`src/rtl/rbsi_pkg.sv`:
```
// Shared widths, types and register addresses of the ray versus box slab test.
`timescale 1ns / 1ps
package rbsi_pkg;

  localparam int COORD_W = 32;
  localparam int FRAC_W = 16;
  localparam int THR_W = 16;
  localparam int OUT_W = 32;
  localparam int NUM_AXES = 3;
  localparam int NUM_LANES = 2 * NUM_AXES;
  localparam int MAG_W = COORD_W + 1;
  localparam int NUM_W = MAG_W + FRAC_W;
  localparam int DEN_W = COORD_W;
  localparam int TIME_W = NUM_W + 1;
  localparam int PADDR_W = 1;
  localparam int PDATA_W = 32;

  localparam logic [PADDR_W-1:0] ADDR_PARALLEL_THRESHOLD = '0;
  localparam logic [THR_W-1:0] THR_RESET = THR_W'(1);

  typedef logic [NUM_AXES-1:0][COORD_W-1:0] coord_vec_t;

  typedef struct packed {
    logic [NUM_W-1:0] num;
    logic [DEN_W-1:0] rem;
    logic [DEN_W-1:0] den;
    logic [NUM_W-1:0] quo;
  } lane_t;

  typedef lane_t [NUM_LANES-1:0] lane_vec_t;

  typedef struct packed {
    logic valid;
    logic pmiss;
    logic [NUM_AXES-1:0] par;
    logic [NUM_AXES-1:0] dneg;
    logic [NUM_LANES-1:0] qneg;
  } side_t;

endpackage

```
`src/rtl/rbsi_front.sv`:
```
// Input stage: slab differences, magnitudes, parallel checks and divider setup.
`timescale 1ns / 1ps
module rbsi_front import rbsi_pkg::*; (
  input  logic             clk,
  input  logic             rst,
  input  logic             en,
  input  logic             in_valid,
  input  coord_vec_t       origin,
  input  coord_vec_t       dir,
  input  coord_vec_t       box_low,
  input  coord_vec_t       box_high,
  input  logic [THR_W-1:0] threshold,
  output lane_vec_t        lanes,
  output side_t            side
);

  lane_vec_t lanes_next;
  side_t     side_next;

  always_comb begin
    logic signed [MAG_W-1:0] dl;
    logic signed [MAG_W-1:0] dh;
    logic [MAG_W-1:0]        ml;
    logic [MAG_W-1:0]        mh;
    logic [DEN_W-1:0]        dm;
    logic                    par;
    side_next = '0;
    side_next.valid = in_valid;
    for (int a = 0; a < NUM_AXES; a++) begin
      dl = $signed({box_low[a][COORD_W-1], box_low[a]})
           - $signed({origin[a][COORD_W-1], origin[a]});
      dh = $signed({box_high[a][COORD_W-1], box_high[a]})
           - $signed({origin[a][COORD_W-1], origin[a]});
      ml = dl[MAG_W-1] ? MAG_W'(-dl) : MAG_W'(dl);
      mh = dh[MAG_W-1] ? MAG_W'(-dh) : MAG_W'(dh);
      dm = dir[a][COORD_W-1] ? DEN_W'(-dir[a]) : dir[a];
      par = (dir[a] == '0) || (dm < DEN_W'(threshold));
      side_next.par[a] = par;
      side_next.dneg[a] = dir[a][COORD_W-1];
      side_next.qneg[2*a] = dl[MAG_W-1] ^ dir[a][COORD_W-1];
      side_next.qneg[2*a+1] = dh[MAG_W-1] ^ dir[a][COORD_W-1];
      if (par && (($signed(origin[a]) < $signed(box_low[a]))
                  || ($signed(origin[a]) > $signed(box_high[a])))) begin
        side_next.pmiss = 1'b1;
      end
      lanes_next[2*a].num = {ml, FRAC_W'(0)};
      lanes_next[2*a+1].num = {mh, FRAC_W'(0)};
      for (int k = 0; k < 2; k++) begin
        lanes_next[2*a+k].rem = '0;
        lanes_next[2*a+k].quo = '0;
        lanes_next[2*a+k].den = par ? DEN_W'(1) : dm;
      end
    end
  end

  always_ff @(posedge clk) begin
    if (rst) begin
      side <= '0;
    end else if (en) begin
      side <= side_next;
    end
  end

  always_ff @(posedge clk) begin
    if (en) begin
      lanes <= lanes_next;
    end
  end

endmodule

```
`config.mk`:
```
export PLATFORM = sky130hd
export DESIGN_NAME = rbsi_front
export DESIGN_NICKNAME = d
export VERILOG_FILES = /design/src/rtl/rbsi_pkg.sv /design/src/rtl/rbsi_front.sv
export SDC_FILE = /design/constraint.sdc
export NUM_CORES = 1
export LEC_CHECK = 0
export BUFFER_PORTS_ARGS = -buffer_cell sky130_fd_sc_hd__buf_2
export CORE_AREA = 2 2 539 541
export CTS_BUF_LIST = sky130_fd_sc_hd__clkbuf_8
export CTS_CLUSTER_DIAMETER = 40
export CTS_CLUSTER_SIZE = 8
export DETAILED_ROUTE_END_ITERATION = 16
export DIE_AREA = 0 0 541 543
export PLACE_DENSITY = 0.36
export SYNTH_ARGS = -nofsm -noshare
export SYNTH_HDL_FRONTEND = slang
export SYNTH_SLANG_ARGS = --single-unit
```
`constraint.sdc`:
```
create_clock -name clk -period 11.9 [get_ports clk]
set_input_delay 2.38 -clock clk [delete_from_list [all_inputs] [get_ports clk]]
set_output_delay 2.38 -clock clk [all_outputs]
set_load 0.005 [all_outputs]
```
==> run metrics <==
Met3 Routed Length 9640 um; Core Rows 197; I/O Pins 1,390; P per Cell Area 120 nW/um^2; Cell Area, Synth 34,600 um^2; count of final hold-check violations 0; met1 WL 71,300 um; Setup Crit Path Kind input port to flip-flop; Final min period 6390 ps; Avg WL per Cell 21.1 um; Max stage delay on crit path 830 ps; cts bufs inserted 76; Hold Slack 488 ps; Die Y 543 um; DRT iter0 DRCs 1,987; CTS max path bufs 3; die footprint 294,000 um^2; sw power 2.07 mW; Seq/Total Area, Yosys 0.263; Post-layout nets 5,402; detailed-route wire length 181,000 um; fraction of registers with async set/reset 0; CP max-delay cell nor4_1; hold crit path type flip-flop to flip-flop; final setup violation count 0; initial antenna violation count 64; WP buf/inv 1; Horiz. Die Dim 541 um; Sw Ratio 0.410; TNS Setup 0 ps; period utilization 0.537; Synth warnings 0; worst setup margin 5510 ps; area of the multi-input gates 21,500 um^2; postcts setup bufs 0; latest clock arrival within the worst-skew pair 730 ps; Max Fanout on Critical Path 18; largest net degree at the start of global routing 120; Total Power 5.05 mW; clock tree root driver cell clkbuf_8; H-tree depth 3; power share of the combinational group 0.398; non-filler cells, final 8,601; Layout area overhead 21.1%; Slew Viols, Final 0; grt total ovfl 0; Total GRT Usage 0.116; final clock skew 0 ps; placed cells 8,443; IO Port Bufs 807; CP Launch Type input port; share of cells above drive strength 1 0.210; Unique masters post-synth 88; Pint 2.98 mW; ys flop type edfxtp_1; Max VDD drop 0.0638 mV; RSZ-0062 raised after global routing no; DR DRC count 0; #FFs+latches synth 308; Core ar. 287,000 um^2; vias in the first global route 29,800; Post-synth EDFFs 294; LEAKAGE 17.5 nW; cts repair resizes 0; synthesized area per cell 8.56 um^2; global-route wire length before repair 242,000 um; status finished, final reports clean; Mapped Cells 4,049; Crit. End Element flip-flop; Num Clock Sinks 308; worst slew pin tran 1120 ps; CTS Hold Buffers Added 0; TritonCTS clock tree yes; via density per instance 3.69; Top delay family on crit path simple AND/OR/NAND/NOR gates; Post-DRT Antenna Nets 0; clock network power share 0.284; DP HPWL 158,000 um; DR vias 31,800; Layout fillers 33,000; sequential cell area 9110 um^2; Starting Density 0.121; data arrival time of the worst path 7020 ps; Worst EP required 12,540 ps; Clk pin slew, worst setup/hold paths 60 ps; Achievable Freq 157 MHz; dpl ws 4560 ps; Top Metal Used met5; Slew HR 0.252; worst path cell trace buf_2 -> or4_4 -> or2_2 -> o31ai_1 -> xnor2_1 -> ha_1 -> a21o_1 -> a21o_1 -> a21oi_1 -> o211a_1 -> o32ai_1 -> nor4_1 -> nand4_1 -> o31ai_4 -> o31ai_1 -> a311oi_2; Reg power frac 0.318; Pre-antenna DRT Iters 5; GP Congestion 0.869; max cap viols 0; metal2 WL 91,600 um
## stage by stage
| step | utilization | area (um^2) |
|---|---|---|
| 2_1_floorplan | - | 36800 |
| 3_3_place_gp | 0.140 | 40300 |
| 3_5_place_dp | 0.140 | 40300 |
| 4_1_cts | 0.146 | 41900 |
| 5_1_grt | 0.146 | 41900 |
| 6_report | 0.146 | 41900 |
## logic make-up (layout without fill, tap and decap cells)
group,Yosys count,in the layout,share of synthesized area
buffers and inverters,993,1164,0.181
AOI/OAI and AO/OA,975,975,0.187
DFF,308,308,0.263
muxes,32,32,0.00946
adders and majority gates,258,258,0.0945
other,1,601,0.000108
xor gates and xnor gates,400,400,0.101
and+or+nand+nor,1082,1082,0.164
## placed cells by master, fill, tap and decap left out, drive strengths merged, types with 92 or more instances in the layout
master	Yosys	layout
a21o	92	92
a21oi	245	245
buf	684	828
conb	1	582
edfxtp	294	294
ha	252	252
inv	197	210
nand2	237	237
nor2	229	229
o21ai	197	197
xnor2	275	275
xor2	125	125
## sequential cells by signal (all words and copies together), names as in the netlist
signal	count
side	14
lanes	294
## per-layer routing
layer  GRT usage  vias up
li1            -    14800
met1       0.133    15200
met2       0.213     1425
met3      0.0170      270
met4      0.0513       18
met5           0        -
## cell usage after synthesis, types with 72 or more instances
library cell	instances	area [um^2]
a21o_1	92	691
a21oi_1	245	1230
buf_4	678	5090
clkbuf_1	110	413
edfxtp_1	294	8830
ha_1	252	3150
inv_1	197	739
nand2_1	237	890
nand3_1	72	360
nor2_1	229	860
nor3_1	83	415
o21ai_0	193	966
xnor2_1	275	2410
xor2_1	125	1090
## final cells by class
class	count	share of cell area
antenna	19	0.00113
clock buffer	80	0.0262
timing repair buffer	828	0.101
inverter	197	0.0176
tap	3781	0.113
sequential	308	0.217
multi-input combinational	3329	0.512
clock inverter	59	0.0126
## tightest hold or removal path, cell delays in order (launching register included)
cell and delay (ps):
dfxtp_1 310, nor2_1 80, a211oi_1 50
## power by group through the flow
| stage | Combinational, mW | Clock [mW] | Sequential, mW |
|---|---|---|---|
| 6_report | 2.01 | 1.43 | 1.60 |
| 5_1_grt | 2.21 | 1.54 | 1.62 |
| 4_1_cts | 2.05 | 1.50 | 1.62 |
| 3_5_place_dp | 2.04 | 0 | 1.63 |
| 3_3_place_gp | 2.05 | 0 | 1.63 |
| 2_1_floorplan | 1.26 | 0 | 1.56 |
## path summary, 6_finish.rpt
path,start,to,slack [ps],depth (start not counted)
worst max register to register,side[10],side[10],11120,2
worst min-delay path,side[1],side[1],490,2
worst min register to register,side[1],side[1],490,2
worst max-delay path,dir[5],side[12],5510,16
(Power assumes the default switching activity.)
