[config.mk]
export PLATFORM = sky130hd
export DESIGN_NAME = rbsi_div_cell
export DESIGN_NICKNAME = d
export VERILOG_FILES = /design/src/rtl/rbsi_pkg.sv /design/src/rtl/rbsi_div_cell.sv
export SDC_FILE = /design/constraint.sdc
export NUM_CORES = 1
export LEC_CHECK = 0
export BUFFER_PORTS_ARGS = -buffer_cell sky130_fd_sc_hd__buf_4
export CORE_AREA = 5 5 758 760
export DETAILED_ROUTE_END_ITERATION = 8
export DIE_AREA = 0 0 763 765
export PLACE_DENSITY = 0.33
export SKIP_LAST_GASP = 1
export SLEW_MARGIN = 40
export SYNTH_ARGS = -nofsm -noshare
export SYNTH_HDL_FRONTEND = slang
export SYNTH_SLANG_ARGS = --single-unit
[constraint.sdc]
create_clock -name clk -period 3.72 [get_ports clk]
set_input_delay 0.372 -clock clk [delete_from_list [all_inputs] [get_ports clk]]
set_output_delay 0.372 -clock clk [all_outputs]
set_load 0.03 [all_outputs]
[src/rtl/rbsi_pkg.sv]
// Shared widths, types and register addresses of the ray versus box slab test.
`timescale 1ns / 1ps
package rbsi_pkg;

  localparam int COORD_W = 32;
  localparam int FRAC_W = 16;
  localparam int THR_W = 16;
  localparam int OUT_W = 32;
  localparam int NUM_AXES = 3;
  localparam int NUM_LANES = 2 * NUM_AXES;
  localparam int MAG_W = COORD_W + 1;
  localparam int NUM_W = MAG_W + FRAC_W;
  localparam int DEN_W = COORD_W;
  localparam int TIME_W = NUM_W + 1;
  localparam int PADDR_W = 1;
  localparam int PDATA_W = 32;

  localparam logic [PADDR_W-1:0] ADDR_PARALLEL_THRESHOLD = '0;
  localparam logic [THR_W-1:0] THR_RESET = THR_W'(1);

  typedef logic [NUM_AXES-1:0][COORD_W-1:0] coord_vec_t;

  typedef struct packed {
    logic [NUM_W-1:0] num;
    logic [DEN_W-1:0] rem;
    logic [DEN_W-1:0] den;
    logic [NUM_W-1:0] quo;
  } lane_t;

  typedef lane_t [NUM_LANES-1:0] lane_vec_t;

  typedef struct packed {
    logic valid;
    logic pmiss;
    logic [NUM_AXES-1:0] par;
    logic [NUM_AXES-1:0] dneg;
    logic [NUM_LANES-1:0] qneg;
  } side_t;

endpackage

[src/rtl/rbsi_div_cell.sv]
// One restoring division step for all six slab lanes, registered.
`timescale 1ns / 1ps
module rbsi_div_cell import rbsi_pkg::*; (
  input  logic      clk,
  input  logic      rst,
  input  logic      en,
  input  lane_vec_t lanes_in,
  input  side_t     side_in,
  output lane_vec_t lanes_out,
  output side_t     side_out
);

  lane_vec_t lanes_next;

  always_comb begin
    logic [DEN_W:0] trial;
    for (int l = 0; l < NUM_LANES; l++) begin
      trial = {lanes_in[l].rem, lanes_in[l].num[NUM_W-1]};
      lanes_next[l].den = lanes_in[l].den;
      lanes_next[l].num = {lanes_in[l].num[NUM_W-2:0], 1'b0};
      if (trial >= {1'b0, lanes_in[l].den}) begin
        lanes_next[l].rem = DEN_W'(trial - {1'b0, lanes_in[l].den});
        lanes_next[l].quo = {lanes_in[l].quo[NUM_W-2:0], 1'b1};
      end else begin
        lanes_next[l].rem = DEN_W'(trial);
        lanes_next[l].quo = {lanes_in[l].quo[NUM_W-2:0], 1'b0};
      end
    end
  end

  always_ff @(posedge clk) begin
    if (rst) begin
      side_out <= '0;
    end else if (en) begin
      side_out <= side_in;
    end
  end

  always_ff @(posedge clk) begin
    if (en) begin
      lanes_out <= lanes_next;
    end
  end

endmodule

==> impl_metrics.csv <==
group,metric,value,unit
flow_run,maxCapViolCount,0,
pwr,power_switching,14.40,mW
yosys,netlist_area,0.04242,mm2
yosys,synth_top_family_by_area,"compound AO/OA/AOI/OAI gates",
grt,grt_start_max_net_pins,103,
grt,grt_overflow_total,0,
sta,slew_headroom,0.4851,
worst_setup_path,crit_chain,"dlygate4sd3_1 -> buf_4 -> inv_1 -> ha_1 -> a21oi_1 -> o21ai_0 -> a21oi_1 -> a2111o_1 -> a2111oi_2 -> buf_4 -> o21a_1 -> o21ai_4 -> buf_12 -> nand2_1 -> o21ai_0 -> dlygate4sd3_1",
pwr,p_int,27.15,mW
die,coreArea,0.5670,mm2
placement,routabilityCongestion,0.9764,
cells_and_area,drive_above_1_share,0.3921,
placement,place_hpwl,393000,um
clock_tree,clk_path_buf_depth,4,
clock_tree,postCtsSetupBuffers,0,
yosys,synth-compound-area-share,0.1013,
worst_setup_path,slowest_stage,"dlygate4sd3_1",
yosys,yosysTopAreaCell,"edfxtp_1",
route,first_iter_violations,3002,
worst_setup_path,critPathArrivalTime,4320,ps
grt,grt_pass1_wl,534700,um
pwr,cellLeakagePower,33.41,nW
yosys,syn_avg_cell_area,14.13,um2
sta,rsz0062_at_grt,"yes",
yosys,synth_mux_area_frac,0.02560,
cells_and_area,syn_to_final_growth,98.07,%
pwr,power_frac_comb,0.258,
route,wl_per_cell,31.62,um
sta,finClkSkew,0,ps
pwr,p_seq_frac,0.349,
clock_tree,clk_latency,820,ps
yosys,synth_xor_area_frac,0.03283,
grt,antenna_found_initial,260,
sta,fin_crit_sh,0.9978,
yosys,ys.flop_type,"edfxtp_1",
yosys,synthTopCellsByCount,"966 x edfxtp_1, 235 x inv_1, 233 x a21oi_1, 192 x ha_1, 173 x nand2_1",
route,drcViolationCount,0,
yosys,synth.most_common_cell,"edfxtp_1",
clock_tree,cts_tree,"built",
sta,period_needed,3712,ps
worst_setup_path,cp.required,4330,ps
route,ant_nets,0,
yosys,ys_ff_latch,980,
die,dieArea,0.5837,mm2
sta,worst_pin_slew,752.9,ps
sta,hold_violations,0,
clock_tree,clock-sinks,980,
yosys,synthAdderAreaFrac,0.05947,
worst_setup_path,cp_max_fo,28,
placement,place_area,0.06838,mm2
pwr,power,41.56,mW
cells_and_area,stdcell_count,14024,
placement,dp_slack,-329.9,ps
die,row_count,277,
yosys,yosys.area_share.simple,0.06059,
clock_tree,numCtsBuffers,158,
yosys,synth_edf_count,966,
pwr,p_per_area,494.6,mW/mm2
worst_setup_path,cp-end-kind,"flop",
pwr,swShare,0.3466,
yosys,synth_area_leaders,"edfxtp_1 68%, ha_1 5.7%, a21oi_1 2.7%",
route,postRouteWirelength,443400,um
die,dieHeight,765,um
die,io_pins,1975,
grt,grt_pass1_vias,42195,
cells_and_area,final_nets,7442,
yosys,yosysUniqueCellTypes,78,
sta,finalWorstSetupSlack,8.165,ps
placement,io_buffers,1962,
route,viasPerCell,2.913,
sta,finalSetupTns,0,ps
die,die_w,763,um
cells_and_area,fin_area,0.08401,mm2
pwr,irDropWorstVdd,344.4,uV
yosys,async_flop_share,0,
clock_tree,clkTransAtPathRegs,60,ps
grt,met2_usage,0.2285,
route,drt_first_pass_iters,5,
sta,slew_violations,0,
cells_and_area,fin_util,0.1482,
yosys,ys_warn_count,0,
sta,max_freq,269.4,MHz
hold_path,min_path_type,"input pin to flop",
yosys,netlist_instances,3002,
grt,top_usage_layer,"met2",
grt,grt_util_met1,0.1834,
sta,whs,86.38,ps
clock_tree,root_buffer,"clkbuf_16",
sta,setup_viol_count_final,0,
yosys,seq_area_frac_synth,0.6905,
worst_setup_path,start_kind,"input pin",
clock_tree,cts_max_level,4,
pwr,power_frac_clock,0.393,
grt,grt.met3_usage,0.04992,
yosys,yosys.area.top_type_share,0.6839,
worst_setup_path,slowest_delay,610,ps
run_status,outcome,"complete, no violations",
route,vias,40847,
placement,place_inst,12642,
cells_and_area,n_fill_cell,63678,
die,start_util,0.07481,
grt,grtUsageTotal,0.1447,
worst_setup_path,crit_type,"input pin to flop",
==> layout by cell type, fill, tap and decap left out, types with 10 or more instances in the layout <==
cell type	netlist	layout
bufinv_16	0	25
nand3_1	34	34
nand4_1	39	39
buf_4	7	2148
a21boi_0	11	11
a21oi_1	233	232
nand2b_1	27	27
nand2_1	173	173
a211oi_1	18	18
o21ai_0	169	167
dlygate4sd3_1	0	986
xor2_1	78	78
a31oi_1	29	29
inv_1	235	235
nor2_1	171	171
xnor2_1	81	81
edfxtp_1	966	966
clkinv_2	0	19
diode_2	0	110
a21o_1	76	76
o21ai_1	10	10
dfxtp_1	14	14
clkbuf_1	64	13
mux2_2	52	52
o21a_1	24	24
nor3_1	23	23
clkinvlp_4	0	13
o31ai_1	14	14
buf_12	0	34
mux2_1	24	24
o21bai_1	23	23
clkbuf_16	0	161
o211ai_1	15	15
clkinv_1	0	33
ha_1	192	192
and3_1	21	21
mux2i_1	23	23
nor2b_1	23	23
==> cell type report <==
class,count,area [um2],share of cell area
tap,7533,9425,0.1122
clock inverter,110,1366,0.01626
sequential,980,29290,0.3486
multi-input combinational,1709,11950,0.1422
timing repair buffer,3170,26720,0.3180
clock buffer,176,4105,0.04886
inverter,236,885.9,0.01054
antenna,110,275.3,0.003276
==> power groups by stage <==
stage / sequential, mW / clock, mW / combinational, mW
after detailed placement: 14.7 / 0 / 9.81
after global routing: 14.6 / 17.5 / 11.3
final: 14.5 / 16.3 / 10.7
after CTS: 14.6 / 17.2 / 11.0
after global placement: 14.8 / 0 / 9.85
after floorplan: 16.1 / 0 / 1.95
==> routing by layer <==
layer	share of wire	up-vias
li1	-	17932
met1	0.43	20145
met2	0.44	2231
met3	0.087	495
met4	0.040	44
met5	0.00060	-
==> cells by family after synthesis <==
kind of cell               count (synthesis)
AOI/OAI and AO/OA                        693
other                                      1
xor gates and xnor gates                 159
DFF                                      980
muxes                                     99
adders and majority gates                198
and+or+nand+nor                          554
buffers and inverters                    318
==> registers in the layout (all words and copies together), names as in the netlist <==
| name | count |
|---|---|
| side_out | 14 |
| lanes_out | 966 |
==> worst max-delay path, delay by kind of cell <==
family                   cells  cell delay [ps]
AND/OR/NAND/NOR              1               70
adder cells (fa/ha/maj)      1              370
buffers and inverters        6             1720
AO/OA/AOI/OAI                8             1770
==> what timing repair did <==
action                                  CTS  global route
endpoints found under the setup margin    0            31
hold buffers                            986             0
gates resized for setup                   0             4
endpoints found under the hold margin   995             0
==> final timing paths <==
path,startpoint,end,slack [ps],cells past startpoint
max,lanes_in[865],lanes_out[891],8,16
min,lanes_in[919],lanes_out[920],90,4
max reg2reg,side_out[2],side_out[2],2510,3
min reg2reg,side_out[13],side_out[13],1040,3
Note: power is estimated with default switching activity, not from simulation.
