<file path="src/rtl/rbsi_pkg.sv">
// Shared widths, types and register addresses of the ray versus box slab test.
`timescale 1ns / 1ps
package rbsi_pkg;

  localparam int COORD_W = 32;
  localparam int FRAC_W = 16;
  localparam int THR_W = 16;
  localparam int OUT_W = 32;
  localparam int NUM_AXES = 3;
  localparam int NUM_LANES = 2 * NUM_AXES;
  localparam int MAG_W = COORD_W + 1;
  localparam int NUM_W = MAG_W + FRAC_W;
  localparam int DEN_W = COORD_W;
  localparam int TIME_W = NUM_W + 1;
  localparam int PADDR_W = 1;
  localparam int PDATA_W = 32;

  localparam logic [PADDR_W-1:0] ADDR_PARALLEL_THRESHOLD = '0;
  localparam logic [THR_W-1:0] THR_RESET = THR_W'(1);

  typedef logic [NUM_AXES-1:0][COORD_W-1:0] coord_vec_t;

  typedef struct packed {
    logic [NUM_W-1:0] num;
    logic [DEN_W-1:0] rem;
    logic [DEN_W-1:0] den;
    logic [NUM_W-1:0] quo;
  } lane_t;

  typedef lane_t [NUM_LANES-1:0] lane_vec_t;

  typedef struct packed {
    logic valid;
    logic pmiss;
    logic [NUM_AXES-1:0] par;
    logic [NUM_AXES-1:0] dneg;
    logic [NUM_LANES-1:0] qneg;
  } side_t;

endpackage

</file>
<file path="src/rtl/rbsi_fold.sv">
// Output stage: signs the slab times, folds entry and exit, and forms the result.
`timescale 1ns / 1ps
module rbsi_fold import rbsi_pkg::*; (
  input  logic             clk,
  input  logic             rst,
  input  logic             en,
  input  lane_vec_t        lanes,
  input  side_t            side,
  output logic             out_valid,
  output logic             hit,
  output logic [OUT_W-1:0] entry_time,
  output logic             starts_inside
);

  logic             hit_next;
  logic [OUT_W-1:0] entry_next;
  logic             starts_next;

  always_comb begin
    logic signed [TIME_W-1:0] tl;
    logic signed [TIME_W-1:0] th;
    logic signed [TIME_W-1:0] tmin;
    logic signed [TIME_W-1:0] tmax;
    tmin = {1'b1, {(TIME_W-1){1'b0}}};
    tmax = {1'b0, {(TIME_W-1){1'b1}}};
    for (int a = 0; a < NUM_AXES; a++) begin
      tl = side.qneg[2*a] ? -$signed({1'b0, lanes[2*a].quo})
                          : $signed({1'b0, lanes[2*a].quo});
      th = side.qneg[2*a+1] ? -$signed({1'b0, lanes[2*a+1].quo})
                            : $signed({1'b0, lanes[2*a+1].quo});
      if (!side.par[a]) begin
        if (side.dneg[a]) begin
          if (th > tmin) tmin = th;
          if (tl < tmax) tmax = tl;
        end else begin
          if (tl > tmin) tmin = tl;
          if (th < tmax) tmax = th;
        end
      end
    end
    hit_next = !side.pmiss && (tmin <= tmax) && !tmax[TIME_W-1];
    entry_next = '0;
    starts_next = 1'b0;
    if (hit_next) begin
      if (tmin <= 0) begin
        starts_next = 1'b1;
      end else if (|tmin[TIME_W-1:OUT_W]) begin
        entry_next = '1;
      end else begin
        entry_next = tmin[OUT_W-1:0];
      end
    end
  end

  always_ff @(posedge clk) begin
    if (rst) begin
      out_valid <= 1'b0;
    end else if (en) begin
      out_valid <= side.valid;
    end
  end

  always_ff @(posedge clk) begin
    if (en) begin
      hit <= hit_next;
      entry_time <= entry_next;
      starts_inside <= starts_next;
    end
  end

endmodule

</file>
<file path="config.mk">
export PLATFORM = sky130hd
export DESIGN_NAME = rbsi_fold
export DESIGN_NICKNAME = d
export VERILOG_FILES = /design/src/rtl/rbsi_pkg.sv /design/src/rtl/rbsi_fold.sv
export SDC_FILE = /design/constraint.sdc
export NUM_CORES = 2
export LEC_CHECK = 0
export ABC_AREA = 1
export BUFFER_PORTS_ARGS = -buffer_cell sky130_fd_sc_hd__clkbuf_2
export CAP_MARGIN = 15
export CORE_AREA = 10 10 390 392
export DETAILED_ROUTE_END_ITERATION = 8
export DIE_AREA = 0 0 400 402
export HOLD_SLACK_MARGIN = 0.1
export PLACE_DENSITY = 0.42
export RECOVER_POWER = 100
export SYNTH_ARGS = -nofsm -noshare
export SYNTH_HDL_FRONTEND = slang
export SYNTH_SLANG_ARGS = --single-unit
export TNS_END_PERCENT = 5
</file>
<file path="constraint.sdc">
create_clock -name clk -period 9.4 [get_ports clk]
set_input_delay 0.94 -clock clk [delete_from_list [all_inputs] [get_ports clk]]
set_output_delay 0.94 -clock clk [all_outputs]
set_load 0.005 [all_outputs]
</file>
==> impl_metrics.py <==
metrics = {
    "global_routing": {
        "grt-busiest-layer": "met2",
        "grt_pass1_wl_um": 261000,
        "grtUsageMet2_pct": 34.0,
        "overflow": 0,
        "met3_usage_pct": 3.56,
        "grtUsageTotal_pct": 21.5,
        "grt_pass1_vias": 38800,
        "grt_max_degree": 77,
        "grt_antenna_before_repair": 25,
        "use_met1_pct": 29.5,
    },
    "synthesis": {
        "synth_edf_count": 34,
        "ys_seq_area_share_pct": 3.67,
        "synth_seq_cells": 35,
        "synthCells": 4947,
        "syn_avg_cell_area_um2": 5.73,
        "yosysUniqueCellTypes": 65,
        "async_flop_share_pct": 0,
        "yosysWarnings": 0,
        "synthFlopType": "edfxtp_1",
        "synth_area_um2": 28400,
        "synth_nets": 6387,
    },
    "cts": {
        "clk_pin_slew_ps": 70,
        "clockBufferDepth": 2,
        "cts_tree": "built",
        "htreeDepth": 2,
        "cts_buffers": 5,
        "clk_latency_ps": 290,
        "clkSinkCount": 35,
        "clock-root-buffer": "clkbuf_16",
    },
    "run": {
        "cap_violations": 1,
    },
    "floorplan": {
        "pin_count": 1024,
        "die_h_um": 402,
        "row_count": 140,
        "die_w_um": 400,
        "die-area_um2": 161000,
        "start_util_pct": 19.6,
        "core_area_um2": 145000,
    },
    "placed_design": {
        "dpl_cell_area_um2": 43500,
        "dpl.hpwl_um": 162000,
        "gp_congestion": 1.02,
        "dp_cells": 8500,
        "numPortBuffers": 345,
    },
    "setup_path": {
        "cp.required_ps": 9430,
        "critPathLaunchType": "primary input",
        "worstSetupPathType": "primary input to register",
        "crit_top_cell": "nand2_1",
        "cp-end-kind": "register",
        "path_max_fanout": 32,
        "slowest_delay_ps": 410,
        "slowest_stage": "or3_4",
        "arrival_ps": 10880,
    },
    "timing": {
        "slew_violations": 36,
        "max_freq_mhz": 92.2,
        "fin_ws_ps": -1440,
        "maxSlewHeadroom_pct": -28.4,
        "rsz0062_at_grt": "true",
        "final.min_clock_period_ps": 10840,
        "fin_crit_sh_pct": 115,
        "hold_violations": 0,
        "worst_slew_pin_slew_ps": 1930,
        "clock_skew_ps": 0,
        "setup_viol": 34,
    },
    "power_and_ir_drop": {
        "power_density_nw_per_um2": 106,
        "peakVddDrop_v": 0.000273,
        "p_leak_nw": 23.0,
    },
    "finish": {
        "finalCoreUtilization_pct": 30.8,
        "stdcell_area_um2": 44600,
        "layout.nets": 8055,
        "syn_to_final_growth_pct": 57.0,
        "drive_gt1_share_pct": 30.9,
        "final_cells": 8541,
    },
    "outcome": {
        "violations": "max-capacitance violations, max-slew violations, negative setup slack",
        "status": "finished, violations left",
    },
    "detailed_routing": {
        "firstDrtPassIters": 6,
        "drt-total-wl_um": 183000,
        "drtAntennaViolNets": 0,
        "drt_iter0_drc": 4195,
        "routedWlPerCell_um": 21.5,
        "drc_errors": 0,
        "viasPerCell": 4.81,
        "vias": 41000,
    },
    "hold_path": {
        "hold_class": "register to register",
    },
}
-- placed cells by master, fill, tap and decap left out, types with 20 or more instances in the layout --
cell type and count:
nand4_1 126, buf_4 1478, ha_1 447, o21ai_1 43, buf_12 38, inv_1 584, nor2_1 470, o21ai_2 20
nand2_1 1106, xnor2_1 78, clkbuf_2 316, clkbuf_1 27, o211ai_1 159, xor2_1 189, nor4_1 40, o22ai_1 25
o21ai_0 358, a21oi_1 392, nand3_1 239, edfxtp_1 34, nor3_1 110
-- area by class of cell --
class,count,area (µm²)
clock buffer,5,125
antenna,8,20.0
inverter,608,2300
multi-input combinational,4086,24800
sequential,35,1040
timing repair buffer,1879,13800
tap,1917,2400
fill,16200,100000
clock inverter,3,20.0
-- per-layer routing --
metal | up-vias | routed length, µm
li1 | 20200 | -
met1 | 19000 | 81600
met2 | 1594 | 79300
met3 | 245 | 15100
met4 | 22 | 7120
met5 | - | 155
-- cell usage after synthesis, types with 5 or more instances --
master | instances | share of area, %
nand2_1 | 1117 | 15
inv_1 | 595 | 7.9
nor2_1 | 479 | 6.3
ha_1 | 451 | 20
a21oi_1 | 402 | 7.1
o21ai_0 | 402 | 7.1
nand3_1 | 247 | 4.4
xor2_1 | 198 | 6.1
clkbuf_1 | 166 | 2.2
o211ai_1 | 159 | 4.2
nand4_1 | 126 | 2.8
nor3_1 | 118 | 2.1
xnor2_1 | 78 | 2.4
nor4_1 | 48 | 1.1
edfxtp_1 | 34 | 3.6
buf_1 | 30 | 0.40
o22ai_1 | 26 | 0.57
o21ai_1 | 19 | 0.34
buf_2 | 18 | 0.32
o31ai_1 | 18 | 0.48
a211oi_1 | 17 | 0.45
o221ai_1 | 17 | 0.52
a31oi_1 | 15 | 0.33
or2_2 | 15 | 0.33
o21a_1 | 14 | 0.37
nor3_2 | 12 | 0.42
a21o_1 | 11 | 0.29
a32o_1 | 11 | 0.39
inv_2 | 9 | 0.12
o2111ai_1 | 9 | 0.28
and3_1 | 8 | 0.18
nor2_2 | 7 | 0.15
nand3_2 | 6 | 0.21
nor3b_1 | 5 | 0.13
o41ai_1 | 5 | 0.15
-- where the power goes --
group / leakage, nW / switching, mW / internal, mW
sequential: 0.332 / 0.00485 / 0.195
combinational: 22.6 / 2.51 / 1.84
clock: 0.0675 / 0.0677 / 0.0977
total: 23.0 / 2.59 / 2.14
-- metrics by stage --
step | hold slack, ps | worst slack, ps | setup TNS [ps] | power, mW
2_1_floorplan | 485 | 10.3 | 0 | 2.14
3_3_place_gp | 479 | -2570 | -86920 | 4.32
3_5_place_dp | 487 | -2560 | -85340 | 4.35
4_1_cts | 505 | -1410 | -46850 | 4.59
5_1_grt | 542 | -2180 | -72930 | 5.11
6_report | 493 | -1440 | -48260 | 4.72
-- flip-flops by register name (all words and copies together), names as in the netlist --
signal,flops
hit,1
out_valid,1
starts_inside,1
entry_time,32
-- path summary, 6_finish.rpt --
check                           slack (ps)  depth (start not counted)                    from                           to
worst max-delay path                 -1440                         73                lanes[0]  entry_time[5]$_SDFFCE_PP0P_
worst min register to register         490                          2  out_valid$_SDFFE_PP0P_       out_valid$_SDFFE_PP0P_
worst min-delay path                   490                          2  out_valid$_SDFFE_PP0P_       out_valid$_SDFFE_PP0P_
worst max register to register        8810                          2  out_valid$_SDFFE_PP0P_       out_valid$_SDFFE_PP0P_
-- logic make-up after synthesis --
group           synth area share [%]
xor+xnor                        8.52
compound gates                  23.4
buf+inv                         11.1
simple gates                    33.4
fa+ha+maj                       19.9
flops                           3.67
mux                           0.0353
-- worst max-delay path: cells and delay by family --
kind | cells | cell delay [ps]
compound gates | 16 | 2070
xor+xnor | 1 | 160
fa+ha+maj | 4 | 1040
buf+inv | 22 | 2880
simple gates | 30 | 3690
-- timing repair --
action	in CTS	in global routing
setup buffers	13	7
resized for setup	95	96
endpoints found under the setup margin	34	34
hold buffers	0	0
pin swaps	28	35
cloned	1	4
hold endpoints to repair	0	0
Power figures use the tool's default switching activity.
